### src/rtl/ptc_pkg.sv
// Shared constants and types for the point-in-triangle classifier.
// No dependencies; imported by every RTL module of the block.
package ptc_pkg;

  localparam int COORD_WIDTH_DEF = 16;
  localparam int DATA_WIDTH      = 32;
  localparam int ADDR_WIDTH      = 5;
  localparam int REG_IDX_WIDTH   = 3;

  // Register indexes (byte address = 4 * index)
  localparam logic [REG_IDX_WIDTH-1:0] REG_VA_X = 3'd0;
  localparam logic [REG_IDX_WIDTH-1:0] REG_VA_Y = 3'd1;
  localparam logic [REG_IDX_WIDTH-1:0] REG_VB_X = 3'd2;
  localparam logic [REG_IDX_WIDTH-1:0] REG_VB_Y = 3'd3;
  localparam logic [REG_IDX_WIDTH-1:0] REG_VC_X = 3'd4;
  localparam logic [REG_IDX_WIDTH-1:0] REG_VC_Y = 3'd5;

  // Position codes
  localparam logic [2:0] POS_OUTSIDE = 3'd0;
  localparam logic [2:0] POS_INSIDE  = 3'd1;
  localparam logic [2:0] POS_ON_AB   = 3'd2;
  localparam logic [2:0] POS_ON_BC   = 3'd3;
  localparam logic [2:0] POS_ON_CA   = 3'd4;

  // Sign of one cross product
  typedef struct packed {
    logic zero;
    logic neg;
  } ptc_sign_t;

endpackage

### src/rtl/ptc_cross_unit.sv
// Three-rank pipelined sign of the cross product (p1 - p0) x (q - p0).
// Depends on ptc_pkg.
module ptc_cross_unit #(
  parameter int COORD_WIDTH = ptc_pkg::COORD_WIDTH_DEF
) (
  input  logic                          clk,
  input  logic signed [COORD_WIDTH-1:0] x0,
  input  logic signed [COORD_WIDTH-1:0] y0,
  input  logic signed [COORD_WIDTH-1:0] x1,
  input  logic signed [COORD_WIDTH-1:0] y1,
  input  logic signed [COORD_WIDTH-1:0] qx,
  input  logic signed [COORD_WIDTH-1:0] qy,
  output ptc_pkg::ptc_sign_t            sign_o
);
  import ptc_pkg::*;

  localparam int DW = COORD_WIDTH + 1;  // coordinate difference
  localparam int PW = 2 * DW;           // product
  localparam int CW = PW + 1;           // difference of products

  logic signed [DW-1:0] dx_r, dy_r, dqx_r, dqy_r;
  logic signed [PW-1:0] p1_r, p2_r;
  logic signed [CW-1:0] cross_diff;
  ptc_sign_t            sign_r;

  // rank 1: differences
  always_ff @(posedge clk) begin
    dx_r  <= DW'(x1) - DW'(x0);
    dy_r  <= DW'(y1) - DW'(y0);
    dqx_r <= DW'(qx) - DW'(x0);
    dqy_r <= DW'(qy) - DW'(y0);
  end

  // rank 2: products, full width so nothing overflows
  always_ff @(posedge clk) begin
    p1_r <= dx_r * dqy_r;
    p2_r <= dy_r * dqx_r;
  end

  // rank 3: subtract and keep only the sign
  assign cross_diff = CW'(p1_r) - CW'(p2_r);

  always_ff @(posedge clk) begin
    sign_r.zero <= (cross_diff == '0);
    sign_r.neg  <= cross_diff[CW-1];
  end

  assign sign_o = sign_r;

endmodule

### config.mk
export PLATFORM = sky130hd
export DESIGN_NAME = ptc_cross_unit
export DESIGN_NICKNAME = d
export VERILOG_FILES = /design/src/rtl/ptc_pkg.sv /design/src/rtl/ptc_cross_unit.sv
export SDC_FILE = /design/constraint.sdc
export NUM_CORES = 2
export LEC_CHECK = 0
export BUFFER_PORTS_ARGS = -buffer_cell sky130_fd_sc_hd__buf_2
export CAP_MARGIN = 15
export CORE_AREA = 2 2 224 226
export CTS_CLUSTER_SIZE = 16
export DETAILED_ROUTE_END_ITERATION = 7
export DIE_AREA = 0 0 226 228
export PLACE_DENSITY_LB_ADDON = 0.3
export SKIP_LAST_GASP = 1
export SYNTH_ARGS = -nofsm -noshare
export SYNTH_HDL_FRONTEND = slang
export SYNTH_SLANG_ARGS = --single-unit
export TNS_END_PERCENT = 50
### constraint.sdc
create_clock -name clk -period 8.2 [get_ports clk]
set_clock_uncertainty 0.05 [all_clocks]
set_input_delay 0.82 -clock clk [delete_from_list [all_inputs] [get_ports clk]]
set_output_delay 0.82 -clock clk [all_outputs]
set_load 0.1 [all_outputs]
After elaboration in Yosys (flattened, before gate mapping)
Cells that the tools add are included.
{"block": "word_totals", "register_bits": 138, "input_bits": 97, "word_cells": 16, "out_inout_bits": 2}
{"block": "op_classes", "reduce_logical": 1, "mul": 2, "addsub": 5}
{"op": "17-bit by 17-bit multiplier with 34-bit output", "count": 2}
{"op": "16-bit by 16-bit subtractor with 17-bit output", "count": 4}
{"op": "35-bit logical NOT", "count": 1}
{"op": "34-bit by 34-bit subtractor with 35-bit output", "count": 1}

Logic depth before layout (Yosys ltp)
{"block": "depth", "word_depth": 2, "depth_mapped": 25, "ltp_nobuf": 24}

Worst setup path after synthesis
No wires, ideal clock.
{"block": "synth_timing", "kind": "register to register", "from": "register dqx_r[8]", "to": "register p2_r[33]", "arrival_time_ps": 6030, "t_required_ps": 8078, "setup_time_ps": 72, "path_stages_with_launch": 25, "synth_period_minus_slack_ps": 6152, "n_path_buf": 2, "path_slack_ps": 2048, "path_cell_list": "dfxtp_1 > clkbuf_1 > clkbuf_1 > nand2_1 > fa_1 > inv_1 > fa_1 > inv_1 > fa_1 > inv_1 > fa_1 > fa_1 > inv_1 > fa_1 > inv_1 > ha_1 > a21oi_1 > a32o_1 > a311oi_1 > a221oi_1 > o21ai_1 > o41ai_2 > o21ai_0 > a21oi_1 > xnor2_1"}
{"block": "synth_via", "elab_chain_cells": 1}
{"item": "from (decl)", "line_no": "ptc_cross_unit.sv:21", "source": "logic signed [DW-1:0] dx_r, dy_r, dqx_r, dqy_r;"}
{"item": "from (signal assigned)", "line_no": "ptc_cross_unit.sv:30", "source": "dqx_r <= DW'(qx) - DW'(x0);"}
{"item": "17-bit by 17-bit multiplier with 34-bit output", "line_no": "ptc_cross_unit.sv:37", "source": "p2_r <= dy_r * dqx_r;"}
{"item": "to (signal assigned)", "line_no": "ptc_cross_unit.sv:37"}
{"item": "to (decl)", "line_no": "ptc_cross_unit.sv:22", "source": "logic signed [PW-1:0] p1_r, p2_r;"}
Every way passes these cells.

Final worst setup path
{"block": "layout_timing", "from": "register dy_r[10]", "to": "register p2_r[33]"}
{"block": "layout_via", "elab_chain_cells": 1}
{"item": "from (decl)", "line_no": "ptc_cross_unit.sv:21"}
{"item": "from (signal assigned)", "line_no": "ptc_cross_unit.sv:29", "source": "dy_r <= DW'(y1) - DW'(y0);"}
{"item": "17-bit by 17-bit multiplier with 34-bit output", "line_no": "ptc_cross_unit.sv:37"}
Every way passes these cells.

==> flow_results.org <==
** Worst setup path
- Counting cells, the worst reg-to-reg path comes to 22.
- The signal on the critical path passes through nand2_1, fa_1, fa_1, fa_1, inv_1, fa_1, fa_1, inv_1, fa_1, inv_1, ha_1, a21o_1, a21oi_1, a32o_1, a311oi_1, buf_4, a221oi_1, o21ai_1, o41ai_2, o21ai_0, a21oi_1, xnor2_1.
- The worst setup path is captured at a flop.
- Library cell contributing the largest single delay on the critical path :: sky130_fd_sc_hd__dfxtp_1
- Critical path start-end classification :: flop to flop
- The largest single stage delay on the critical path is 0.85 ns.
- Critical Path Fanout Max :: 17
- Data on the critical path arrives at its endpoint at 7.52 ns.
- Counting stages on the worst path, the most repeated cell is sky130_fd_sc_hd__fa_1.
- Data on the critical path is required at its endpoint by 8.49 ns.
- The worst setup path is launched from a flop.

** Die
- After floorplanning, the core was divided into 82 placement rows.
- The floorplan step defined a core boundary enclosing 0.0493 mm2.
- The initial utilization of the core area, before any placement, comes to 58.9%.
- The floorplan step set the die width to 226 um.
- Area of the die :: 0.0515 mm2
- 99 I/O pins were placed.
- Die height :: 228 um

** Drt
- The detailed router finished its first iteration with 1402 violations.
- Via total after detailed routing :: 21600
- Detailed-route vias per instance :: 5.55
- WL final :: 73.4 mm
- The count of nets left with antenna violations once routing finished came out at 0.
- After detailed routing, the number of remaining DRC violations is 0.
- Post-detailed-route wirelength per cell :: 18.8 um
- Before antenna repair, the detailed router went through 5 iterations.

** Yosys
- Simple-gate share of the synthesized area :: 15.8%
- After synthesis, the share of cell area in mux cells is 0.181%.
- Of all flip-flops after synthesis, the portion carrying an async set or reset was 0%.
- The synthesized design contains 138 register bits.
- Synthesized-area fraction occupied by ao, oa, aoi and oai cells :: 8.00%
- Adder and majority gate portion of the synthesized area :: 52.6%
- Syn. warnings :: 0
- Syn nets :: 4131
- A synthesized cell averages 9.18 um2.
- Summing the areas of all xor and xnor instances in the mapped netlist gives 3.79% of the synthesized area.
- Number of flops mapped to enable cells by yosys :: 0
- For this run, the leading register cell type out of synthesis is sky130_fd_sc_hd__dfxtp_1.
- Post-synthesis instance area :: 0.0291 mm2
- Largest family of logic cells by synthesized area :: adder cells
- Counting distinct cell types in the post-synthesis netlist gives 75.
- Count of mapped cells out of synthesis :: 3169
- After synthesis, flip-flops and latches occupy 9.50% of the total area.

** Clock tree
- Later-pin clock latency in the skew report :: 0.47 ns
- The H-tree was split into 4 levels.
- In this run, CTS created clock tree buffers numbering 17.
- The number of hold buffers added after CTS was 0.
- The clock passes through at most 2 buffers.
- Clock tree from TritonCTS :: done
- Cells resized by post-CTS repair :: 0
- Buffers added to address setup during post-CTS repair amount to 0.
- The cell sitting at the root of the clock tree is a sky130_fd_sc_hd__clkbuf_16.
- Clock-pin slew was measured on the worst setup and hold paths at 0.07 ns.
- Count of clock tree sinks :: 138

** STA
- For the pin with the worst max-slew slack, the measured transition is 1.14 ns.
- Remaining max-slew budget at the tightest pin :: 21.8%
- Setup violations remaining at the end of the flow were counted as 0.
- In the final timing run, aggregate negative setup slack is 0 ns.
- In the finished design, the share of the clock period the worst path needs comes to 88.1%.
- Setup repair after global routing missed its margin :: false
- The number of slew-limit violations in the final report was 0.
- Period minus WS final :: 7.22 ns
- Final hold viol count :: 0
- Fmax :: 138 MHz

** Global routing
- GRT Resource Usage Total :: 30.2%
- Entering global routing, the biggest net connects 18 pins.
- Vias in the first global route :: 23800
- The number of antenna violations at the first check in global routing was 3.
- Global route overflow :: 0
- The first global-routing pass estimated 121 mm of wire.

** Layout
- Measured on the finished design, the core utilization comes to 62.4%.
- Relative to the synthesized area, the layout overhead comes to 5.78%.
- In the final design database the tool counted 4174 nets.
- The sequential cells in the finished layout cover a total of 0.00276 mm2.
- In the final layout, the multi-input gates occupy 0.0234 mm2.
- FILL cells :: 4119
- Fraction of layout cells with a size suffix above 1 :: 5.02%

** Placement
- Detailed placement ended at an HPWL of 61.2 mm.
- Number of buffers added on ports :: 98
- Final weighted congestion in routability-driven placement :: 0.960

** Run
- Max-cap violations in this run came to 0.

** Hold path
- Along the worst hold path, the cell count comes to 3.
- In this run the worst hold path is classified as input port to flop.

** Run status
- The flow ran to the end, and the final reports show no timing, DRC or antenna violations.
## layout make-up
type	count	share of cell area [%]
Antenna cell	2	0.0163
Multi-Input combinational cell	2248	76.0
Clock inverter	13	0.431
Tap cell	672	2.73
Inverter	698	8.51
Clock buffer	19	1.47
Timing Repair Buffer	109	1.86
Sequential cell	138	8.98
## sequential cells by signal, summed over array words and instances (netlist names)
| signal | count |
|---|---|
| p2_r | 34 |
| sign_o | 2 |
| p1_r | 34 |
| dqy_r | 17 |
| dy_r | 17 |
| dx_r | 17 |
| dqx_r | 17 |
## worst paths after layout
check | start | to | slack, ns
min | x0[0] | dqx_r[0]$_DFF_P_ | 0.62
max | dy_r[10]$_DFF_P_ | p2_r[33]$_DFF_P_ | 0.98
max reg2reg | dy_r[10]$_DFF_P_ | p2_r[33]$_DFF_P_ | 0.98
min reg2reg | dqy_r[0]$_DFF_P_ | p1_r[0]$_DFF_P_ | 0.76
## Yosys cell counts (all sizes together) (15+ instances only)
| master | instances | area share (%) |
|---|---|---|
| inv | 698 | 9.0 |
| fa | 597 | 41 |
| nand2 | 319 | 4.1 |
| and2 | 297 | 6.4 |
| ha | 268 | 12 |
| dfxtp | 138 | 9.5 |
| nor2 | 97 | 1.3 |
| xnor2 | 94 | 2.8 |
| a21oi | 89 | 1.5 |
| clkbuf | 82 | 1.1 |
| o21ai | 69 | 1.2 |
| a21o | 41 | 1.1 |
| nand3 | 36 | 0.62 |
| nor2b | 33 | 0.71 |
| nor3 | 32 | 0.55 |
| xor2 | 32 | 0.96 |
| nand2b | 27 | 0.58 |
| o21a | 17 | 0.44 |
| or3 | 16 | 0.36 |
| and3 | 15 | 0.32 |
## cells by family after synthesis
| kind of cell | count (synthesis) |
|---|---|
| fa+ha+maj | 865 |
| xor+xnor | 126 |
| compound gates | 345 |
| buf+inv | 783 |
| mux | 5 |
| simple gates | 907 |
| flops | 138 |
## cells in the final DEF (no fill, tap or decap), types with 27 or more instances in the layout
cell type                  instances
sky130_fd_sc_hd__a21o_1           40
sky130_fd_sc_hd__a21oi_1          88
sky130_fd_sc_hd__and2_1          296
sky130_fd_sc_hd__buf_2            98
sky130_fd_sc_hd__dfxtp_1         138
sky130_fd_sc_hd__fa_1            597
sky130_fd_sc_hd__ha_1            268
sky130_fd_sc_hd__inv_1           698
sky130_fd_sc_hd__nand2_1         319
sky130_fd_sc_hd__nand2b_1         27
sky130_fd_sc_hd__nand3_1          36
sky130_fd_sc_hd__nor2_1           97
sky130_fd_sc_hd__nor2b_1          33
sky130_fd_sc_hd__nor3_1           32
sky130_fd_sc_hd__o21ai_0          68
sky130_fd_sc_hd__xnor2_1          94
sky130_fd_sc_hd__xor2_1           32
## metrics by stage
step / hold slack, ns / area (um2) / setup slack, ns / instances
floorplan: 0.453 / 29100 / 2.05 / 3169
global placement: 0.736 / 30200 / 1.27 / 3865
detailed placement: 0.742 / 30200 / 1.09 / 3865
CTS: 0.617 / 30800 / 1.05 / 3897
global route: 0.645 / 30800 / 0.703 / 3897
finish: 0.624 / 30800 / 0.978 / 3899
## critical path, delay by kind of cell (launching register included)
family,cells,cell delay [ns]
and+or+nand+nor,1,0.17
DFF,1,0.85
adders and majority gates,7,3.39
buffers and inverters,4,0.35
AOI/OAI and AO/OA,9,2.20
xor gates and xnor gates,1,0.08
## metal layers
layer  wire, um  vias to the layer above  global-route usage, %
met5         13                        -                      0
met4       3590                        2                   13.3
met3       5230                      201                   4.97
met2      35200                      907                   50.1
met1      29300                    10700                   39.1
li1           -                     9808                      -
Power is left out: the tool's default activity adds up to more than one toggle a clock period on the data nets, which glitch-free logic cannot reach.
