<file path="src/rtl/ptc_pkg.sv">
// Shared constants and types for the point-in-triangle classifier.
// No dependencies; imported by every RTL module of the block.
package ptc_pkg;

  localparam int COORD_WIDTH_DEF = 16;
  localparam int DATA_WIDTH      = 32;
  localparam int ADDR_WIDTH      = 5;
  localparam int REG_IDX_WIDTH   = 3;

  // Register indexes (byte address = 4 * index)
  localparam logic [REG_IDX_WIDTH-1:0] REG_VA_X = 3'd0;
  localparam logic [REG_IDX_WIDTH-1:0] REG_VA_Y = 3'd1;
  localparam logic [REG_IDX_WIDTH-1:0] REG_VB_X = 3'd2;
  localparam logic [REG_IDX_WIDTH-1:0] REG_VB_Y = 3'd3;
  localparam logic [REG_IDX_WIDTH-1:0] REG_VC_X = 3'd4;
  localparam logic [REG_IDX_WIDTH-1:0] REG_VC_Y = 3'd5;

  // Position codes
  localparam logic [2:0] POS_OUTSIDE = 3'd0;
  localparam logic [2:0] POS_INSIDE  = 3'd1;
  localparam logic [2:0] POS_ON_AB   = 3'd2;
  localparam logic [2:0] POS_ON_BC   = 3'd3;
  localparam logic [2:0] POS_ON_CA   = 3'd4;

  // Sign of one cross product
  typedef struct packed {
    logic zero;
    logic neg;
  } ptc_sign_t;

endpackage

</file>
<file path="src/rtl/ptc_cfg_regs.sv">
// Vertex coordinate registers behind the APB-style configuration port.
// Depends on ptc_pkg.
module ptc_cfg_regs #(
  parameter int COORD_WIDTH = ptc_pkg::COORD_WIDTH_DEF
) (
  input  logic                                 clk,
  input  logic                                 rst_n,
  input  logic                                 psel,
  input  logic                                 penable,
  input  logic                                 pwrite,
  input  logic [ptc_pkg::ADDR_WIDTH-1:0]       paddr,
  input  logic [ptc_pkg::DATA_WIDTH-1:0]       pwdata,
  output logic [ptc_pkg::DATA_WIDTH-1:0]       prdata,
  output logic                                 pready,
  output logic signed [COORD_WIDTH-1:0]        vx_o [3],
  output logic signed [COORD_WIDTH-1:0]        vy_o [3]
);
  import ptc_pkg::*;

  logic signed [COORD_WIDTH-1:0] vx_r [3];
  logic signed [COORD_WIDTH-1:0] vy_r [3];
  logic [REG_IDX_WIDTH-1:0]      idx;
  logic                          wr_en;
  logic [COORD_WIDTH-1:0]        wdata;

  assign pready = 1'b1;
  assign idx    = paddr[ADDR_WIDTH-1:2];
  assign wr_en  = psel && penable && pwrite;
  assign wdata  = pwdata[COORD_WIDTH-1:0];

  always_ff @(posedge clk) begin
    if (!rst_n) begin
      for (int i = 0; i < 3; i++) begin
        vx_r[i] <= '0;
        vy_r[i] <= '0;
      end
    end else if (wr_en) begin
      case (idx)
        REG_VA_X: vx_r[0] <= wdata;
        REG_VA_Y: vy_r[0] <= wdata;
        REG_VB_X: vx_r[1] <= wdata;
        REG_VB_Y: vy_r[1] <= wdata;
        REG_VC_X: vx_r[2] <= wdata;
        REG_VC_Y: vy_r[2] <= wdata;
        default: ;  // drop writes past the last register
      endcase
    end
  end

  always_comb begin
    case (idx)
      REG_VA_X: prdata = DATA_WIDTH'($unsigned(vx_r[0]));
      REG_VA_Y: prdata = DATA_WIDTH'($unsigned(vy_r[0]));
      REG_VB_X: prdata = DATA_WIDTH'($unsigned(vx_r[1]));
      REG_VB_Y: prdata = DATA_WIDTH'($unsigned(vy_r[1]));
      REG_VC_X: prdata = DATA_WIDTH'($unsigned(vx_r[2]));
      REG_VC_Y: prdata = DATA_WIDTH'($unsigned(vy_r[2]));
      default:  prdata = '0;
    endcase
  end

  assign vx_o = vx_r;
  assign vy_o = vy_r;

endmodule

</file>
<file path="config.mk">
export PLATFORM = sky130hd
export DESIGN_NAME = ptc_cfg_regs
export DESIGN_NICKNAME = d
export VERILOG_FILES = /design/src/rtl/ptc_pkg.sv /design/src/rtl/ptc_cfg_regs.sv
export SDC_FILE = /design/constraint.sdc
export NUM_CORES = 1
export LEC_CHECK = 0
export BUFFER_PORTS_ARGS = -buffer_cell sky130_fd_sc_hd__buf_2
export CAP_MARGIN = 0
export CORE_MARGIN = 5
export CORE_UTILIZATION = 40
export CTS_BUF_LIST = sky130_fd_sc_hd__clkbuf_4
export CTS_CLUSTER_DIAMETER = 200
export DETAILED_ROUTE_END_ITERATION = 8
export MAX_ROUTING_LAYER = met4
export PLACE_DENSITY = 0.69
export SLEW_MARGIN = 20
export SYNTH_ARGS = -nofsm -noshare
export SYNTH_HDL_FRONTEND = slang
export SYNTH_SLANG_ARGS = --single-unit
</file>
<file path="constraint.sdc">
create_clock -name clk -period 1.1 [get_ports clk]
set_input_delay 0.055 -clock clk [delete_from_list [all_inputs] [get_ports clk]]
set_output_delay 0.055 -clock clk [all_outputs]
set_load 0.02 [all_outputs]
</file>
# After elaboration in Yosys (flattened, before gate mapping)
# Cells that the tools add are included.
# op_classes
reduce_logical	9
mux	1
eq_ne	5
# ops
op	n
$pmux W16 S6	1
$reduce_and A2 Y1	6
$eq A3 B2 Y1 const B	2
$eq A3 B3 Y1 const B	2
$eq A3 B1 Y1 const B	1
$logic_not A3 Y1	1
$logic_and A1 B1 Y1	2
# totals
output_inout_bits	129
wordCells	21
regBits	96
inputBits	42

# Longest topological paths before layout
# Gate-level depths: netlist (run 1).
# logic_depth
depth_word	3
depth_mapped	5
ltp_nobuf	3

# Least setup slack after synthesis (run 1)
# OpenSTA, ideal clock, no wires.
# synth_timing
path_type	input-to-output
from	in paddr[2] in the netlist's numbering
to	out prdata[13] in the netlist's numbering
t_required_ns	1.045
setup_slack_ns	-0.274
n_path_buf	2
cell_stages	5
t_arrival_ns	1.319
cell_sequence	buf_4 -> buf_2 -> nor2b_1 -> a22oi_1 -> o21ai_0
# synth_between
elab_chain_len	2
elab_cells_between_ends	7
classes_between	eq/ne (5); mux (1); reduce/logical (1)
# synth_lines
element	line_no	rtl
start, declared	ptc_cfg_regs.sv:11	input logic [ptc_pkg::ADDR_WIDTH-1:0] paddr,
$eq A3 B3 Y1, or another cell as far along	ptc_cfg_regs.sv:51	case (idx)
$pmux W16 S6 (*)	ptc_cfg_regs.sv:51	
end, declared	ptc_cfg_regs.sv:13	output logic [ptc_pkg::DATA_WIDTH-1:0] prdata,
# Mark *: on every way between the ends. The rest lies on a longest branch, timed or not.

# Worst setup path in the final report (run 1)
# layout_timing
from	reg vx_r, in the netlist vx_o[23]
to	out prdata[7] in the netlist's numbering
# layout_between
elab_chain_len	1
# layout_lines
element	line_no	rtl
start, declared	ptc_cfg_regs.sv:20	logic signed [COORD_WIDTH-1:0] vx_r [3];
$pmux W16 S6	ptc_cfg_regs.sv:51	
# No other way between the ends.

==> results_dict.tcl, run 1 <==
set metrics [dict create \
    endpoint_kind "primary output" \
    cts.sinks 96 \
    grt_pass1_vias 4463 \
    die_w_um 116 \
    core_area_um2 10900 \
    drv_slew 0 \
    clk_pin_slew_ns 0.16 \
    dpl-instance-area_um2 5810 \
    worst_setup_path_start_kind "flip-flop" \
    synth.cell_area_um2 4480 \
    synth_compound_area_frac 0.0679 \
    ys_warn_count 0 \
    hold_viol 0 \
    critical_path_class "reg -> out" \
    synth-simple-area-share 0.133 \
    grt_usage 0.230 \
    slowest_stage "dfxtp_2" \
    drt_iter0_drc 276 \
    drive_above_1_share 0.608 \
    std_cell_rows 38 \
    r2r-start "vx_o[30]$_SDFFE_PN0P_" \
    status "complete, but fails checks" \
    r2r_slack_ns 0.17 \
    synthTopCellsByArea "dfxtp_1, mux2i_1, nand2_1" \
    crit_start "vx_o[23]$_SDFFE_PN0P_" \
    synth_top_family_by_area "multiplexers" \
    crit_path_end "prdata[7]" \
    yosys.area_share.adder 0 \
    rsz0062_at_grt "yes" \
    drc 0 \
    tritoncts "done" \
    timing.fmax_ghz 0.609 \
    setup_viol 31 \
    stdcell_area_um2 7220 \
    crit_required_ns 1.04 \
    worst_path_largest_cell_delay_ns 0.36 \
    area_delta_synth_final_pct 61.1 \
    cts-root-buf "clkbuf_4" \
    ys.flop_type "dfxtp_1" \
    cts_buffers 9 \
    grt_pass1_wl_um 23300 \
    vias 4267 \
    first_pass_iters 4 \
    yosysTopAreaCellShare 0.429 \
    hold_class "in -> reg" \
    grt_max_degree 53 \
    gp_congestion 0.816 \
    skew_ns 0 \
    violations "setup timing" \
    crit_chain "mux2_2 > a32oi_2 > o21ai_1 > buf_4" \
    rr_worst_depth 5 \
    synth_area_per_cell_um2 9.91 \
    drv_cap 0 \
    dieArea_um2 13400 \
    p_per_area_nw_per_um2 900 \
    drt_wl_total_um 15600 \
    die_h_um 116 \
    ir_drop_mv 0.618 \
    grt.overflow.total 0 \
    place_hpwl_um 10200 \
    critPathMaxFanout 2 \
    ios 171 \
    p_total_mw 6.50 \
    rr_endpoint "vx_o[30]$_SDFFE_PN0P_" \
    async_flop_share 0 \
    clockBufferDepth 2 \
    viasPerCell 5.15 \
    whs_ns 0.0594 \
    cts.htree.levels 3 \
    ys_seq_area_frac 0.429 \
    ant_nets 0 \
    synth_edf_count 0 \
    fin_setup_tns_ns -7.84 \
    syn_inst 452 \
    yosysUniqueCellTypes 31 \
    dpl.cell_count 763 \
    cp.arrival_ns 1.59 \
    fin_util 0.663 \
    min_period_over_period 1.49 \
    antenna_found_initial 0 \
    instances_no_fill 828 \
    fin_ws_ns -0.543 \
    yosys.area.top_type "dfxtp_1" \
    routedWlPerCell_um 18.8 \
    muxShareOfSynthArea 0.299 \
    diodes 0 \
    io_buffers 135 \
    synth_xor_area_frac 0 \
    p_leak_nw 3.14 \
    dp_slack_ns -0.195 \
    start_util 0.412 \
    ys_seq_elements 96 \
    min_period_ns 1.64 \
    worstSkewPairLatency_ns 0.45 \
    fin_nets 725 \
]
## cells by family after synthesis
kind of cell	Yosys count
compound gates	44
buf+inv	49
flops	96
mux	128
other cells	2
simple gates	133
## how the worst min path moves through the flow
stage	startpoint	end	cells after the start
after detailed placement	pwdata[6]	vx_o[38]$_SDFFE_PN0P_	3
final	rst_n	vy_o[15]$_SDFFE_PN0P_	4
after CTS	rst_n	vy_o[15]$_SDFFE_PN0P_	4
after global placement	pwdata[6]	vx_o[38]$_SDFFE_PN0P_	3
after floorplan	paddr[4]	vy_o[32]$_SDFFE_PN0P_	2
after global routing	rst_n	vx_o[19]$_SDFFE_PN0P_	4
## worst max-delay path: cells and delay by family (launching register included)
kind | cells | cell delay, ns
AOI/OAI and AO/OA | 2 | 0.32
buffers and inverters | 1 | 0.18
DFF | 1 | 0.36
muxes | 1 | 0.27
## state kept, by name, summed over array words and instances (netlist names)
register / count
vx_o: 48
vy_o: 48
## routing by layer
layer	global-route usage	vias up	part of all wire
met3	0.0507	37	0.057
met2	0.386	169	0.52
met5	-	-	0
met1	0.268	2061	0.40
li1	-	2000	-
met4	0.0866	0	0.027
## timing repair
action | in CTS | in global routing
gates resized for setup | 254 | 72
pin swaps | 8 | 3
buffers inserted | 17 | 36
hold buffers | 16 | 0
endpoints found under the setup margin | 101 | 93
hold endpoints to repair | 96 | 0
## report_power, final
group / leakage [nW] / internal, mW / switching [mW]
Combinational: 2.24 / 0.324 / 0.470
Sequential: 0.823 / 3.50 / 0.0218
Clock: 0.0839 / 0.923 / 1.26
## layout by cell type (no fill, tap or decap), drive strengths merged, types with 3 or more instances in the layout
cell         count
a32oi            7
buf            237
a22oi           19
nor2             6
dlygate4sd3     16
conb            17
clkinv           3
nor2b            5
mux2i           98
o21ai           12
mux2            28
dfxtp           96
nand2          114
clkbuf           9
## synth_stat cells, types with 3 or more instances
cell type    n
nand2_1    114
mux2i_1     98
dfxtp_1     96
mux2_2      28
buf_4       21
a22oi_1     19
clkbuf_1    14
o21ai_0     12
a32oi_1      7
buf_2        6
nor2b_1      5
buf_6        3
## cell type report
class | instances | area [µm²]
sequential | 96 | 2050
clock buffer | 9 | 67.6
timing repair buffer | 253 | 2320
inverter | 1 | 3.75
multi-input combinational | 322 | 2500
clock inverter | 7 | 93.8
fill | 835 | 3670
tap | 140 | 175
Note: power is estimated with default switching activity, not from simulation.
==> run 2, diff against run 1 <==
--- a/config.mk
+++ b/config.mk
@@ -13,7 +13,7 @@
 export CTS_CLUSTER_DIAMETER = 200
 export DETAILED_ROUTE_END_ITERATION = 8
 export MAX_ROUTING_LAYER = met4
-export PLACE_DENSITY = 0.69
+export PLACE_DENSITY = 0.66
 export SLEW_MARGIN = 20
 export SYNTH_ARGS = -nofsm -noshare
 export SYNTH_HDL_FRONTEND = slang
==> constraint.sdc (replaced) <==
create_clock -name clk -period 1.87 [get_ports clk]
set_input_delay 0.0935 -clock clk [delete_from_list [all_inputs] [get_ports clk]]
set_output_delay 0.0935 -clock clk [all_outputs]
set_load 0.02 [all_outputs]
==> results_dict.tcl, run 2 (synthesized netlist as in run 1, its figures left out) <==
set metrics [dict create \
    grt_pass1_wl_um 19900 \
    ir_drop_mv 0.421 \
    holdCritStartpoint "pwdata[0]" \
    timing.fmax_ghz 0.591 \
    worst_setup_path_start_kind "flip-flop" \
    stdcell_area_um2 5470 \
    hold_viol 0 \
    gp_congestion 0.809 \
    drt_iter0_drc 153 \
    worst_path_largest_cell_delay_ns 0.47 \
    endpoint_kind "primary output" \
    die_w_um 116 \
    crit_required_ns 1.78 \
    vias 3730 \
    drive_above_1_share 0.352 \
    whs_ns 0.0362 \
    drv_slew 0 \
    cts_setup_buffers 0 \
    critical_path_class "reg -> out" \
    cts-root-buf "clkbuf_4" \
    cp.arrival_ns 1.60 \
    combPwrFrac 0.094 \
    clockBufferDepth 2 \
    power_switching_mw 0.948 \
    grt_usage 0.196 \
    dpl-instance-area_um2 5310 \
    slowest_stage "mux4_2" \
    skew_ns 0 \
    grt_use_met1 0.241 \
    setup_viol 0 \
    tritoncts "done" \
    io_buffers 135 \
    routedWlPerCell_um 17.9 \
    final_common_cell "buf_2" \
    seqPwrFrac 0.565 \
    fin_nets 630 \
    grt.overflow.total 0 \
    internal-power_mw 2.72 \
    hold_class "in -> reg" \
    first_pass_iters 5 \
    drv_cap 0 \
    ant_nets 0 \
    clk_pin_slew_ns 0.14 \
    drt_wl_total_um 13100 \
    ios 171 \
    p_per_area_nw_per_um2 671 \
    min_period_ns 1.69 \
    status "finished clean" \
    place_hpwl_um 9520 \
    start_util 0.412 \
    dieArea_um2 13400 \
    cts_buffers 9 \
    worst_pin_slew_ns 0.667 \
    dpl.cell_count 717 \
    antenna_found_initial 1 \
    grt_pass1_vias 3726 \
    critPathMaxFanout 3 \
    fin_setup_tns_ns 0 \
    timing.slew.headroom 0.553 \
    rr_worst_depth 2 \
    die_h_um 116 \
    cts_resized 0 \
    worstSkewPairLatency_ns 0.42 \
    pwr-share-clk 0.341 \
    cts.sinks 96 \
    hold_depth 3 \
    min_period_over_period 0.905 \
    p_total_mw 3.67 \
    r2r_slack_ns 1.18 \
    top_usage_layer "met2" \
    grt_max_degree 53 \
    instances_no_fill 734 \
    crit_chain "mux4_2 > nand2_1 > o21ai_0 > buf_2" \
    rr_endpoint "vy_o[44]$_SDFFE_PN0P_" \
    std_cell_rows 38 \
    viasPerCell 5.08 \
    swShare 0.258 \
    r2r-start "vy_o[44]$_SDFFE_PN0P_" \
    cts.htree.levels 3 \
    area_delta_synth_final_pct 22.0 \
    core_area_um2 10900 \
    p_leak_nw 2.46 \
    holdPathEnd "vx_o[32]$_SDFFE_PN0P_" \
    ctsHoldBuffers 0 \
    final_cell_mix "buf_2, nand2_1, mux2i_1" \
    use_met3 0.0313 \
    gr-usage-met2 0.339 \
    drc 0 \
    rsz0062_at_grt "no" \
]
[run 2: metal layers]
layer | share of wire | wire length [µm] | vias to the layer above
met1 | 0.42 | 5570 | 1798
met4 | 0.0098 | 129 | 0
met5 | 0 | 0 | -
met3 | 0.056 | 731 | 11
li1 | - | - | 1807
met2 | 0.51 | 6690 | 114
[run 2: area by class of cell]
class	instances	area, µm²
Antenna cell	1	2.50
Sequential cell	96	1920
Multi-Input combinational cell	322	2300
Tap cell	140	175
Clock buffer	10	75.1
Clock inverter	6	83.8
Fill cell	1024	5420
Inverter	1	3.75
Timing Repair Buffer	158	901
[run 2: worst max-delay path: cells and delay by family, from the launching register on]
kind	cells	cell delay, ns
multiplexers	1	0.47
flip-flops	1	0.36
buffers and inverters	1	0.18
AND/OR/NAND/NOR	1	0.08
AO/OA/AOI/OAI	1	0.09
[run 2: power groups by stage]
stage / clock network, mW / logic (mW) / registers [mW]
final: 1.25 / 0.345 / 2.07
after CTS: 1.26 / 0.346 / 2.07
after floorplan: 0 / 0.226 / 2.13
after global placement: 0 / 0.339 / 2.12
after global routing: 1.36 / 0.369 / 2.08
after detailed placement: 0 / 0.346 / 2.12
[run 2: worst max-delay path by stage]
stage | from | endpoint | slack (ns) | cells past startpoint
5_1_grt | vx_o[42]$_SDFFE_PN0P_ | prdata[10] | 0.06 | 4
2_1_floorplan | paddr[2] | prdata[13] | 0.42 | 5
3_3_place_gp | paddr[2] | prdata[4] | 0.27 | 6
6_report | vy_o[22]$_SDFFE_PN0P_ | prdata[6] | 0.18 | 4
3_5_place_dp | paddr[3] | prdata[3] | 0.25 | 6
4_1_cts | vy_o[16]$_SDFFE_PN0P_ | prdata[0] | 0.17 | 4
[run 2: through the flow]
| step | worst slack [ns] | utilization |
|---|---|---|
| 2_1_floorplan | 0.419 | - |
| 3_3_place_gp | 0.266 | 0.487 |
| 3_5_place_dp | 0.253 | 0.487 |
| 4_1_cts | 0.166 | 0.502 |
| 5_1_grt | 0.0580 | 0.502 |
| 6_report | 0.178 | 0.502 |
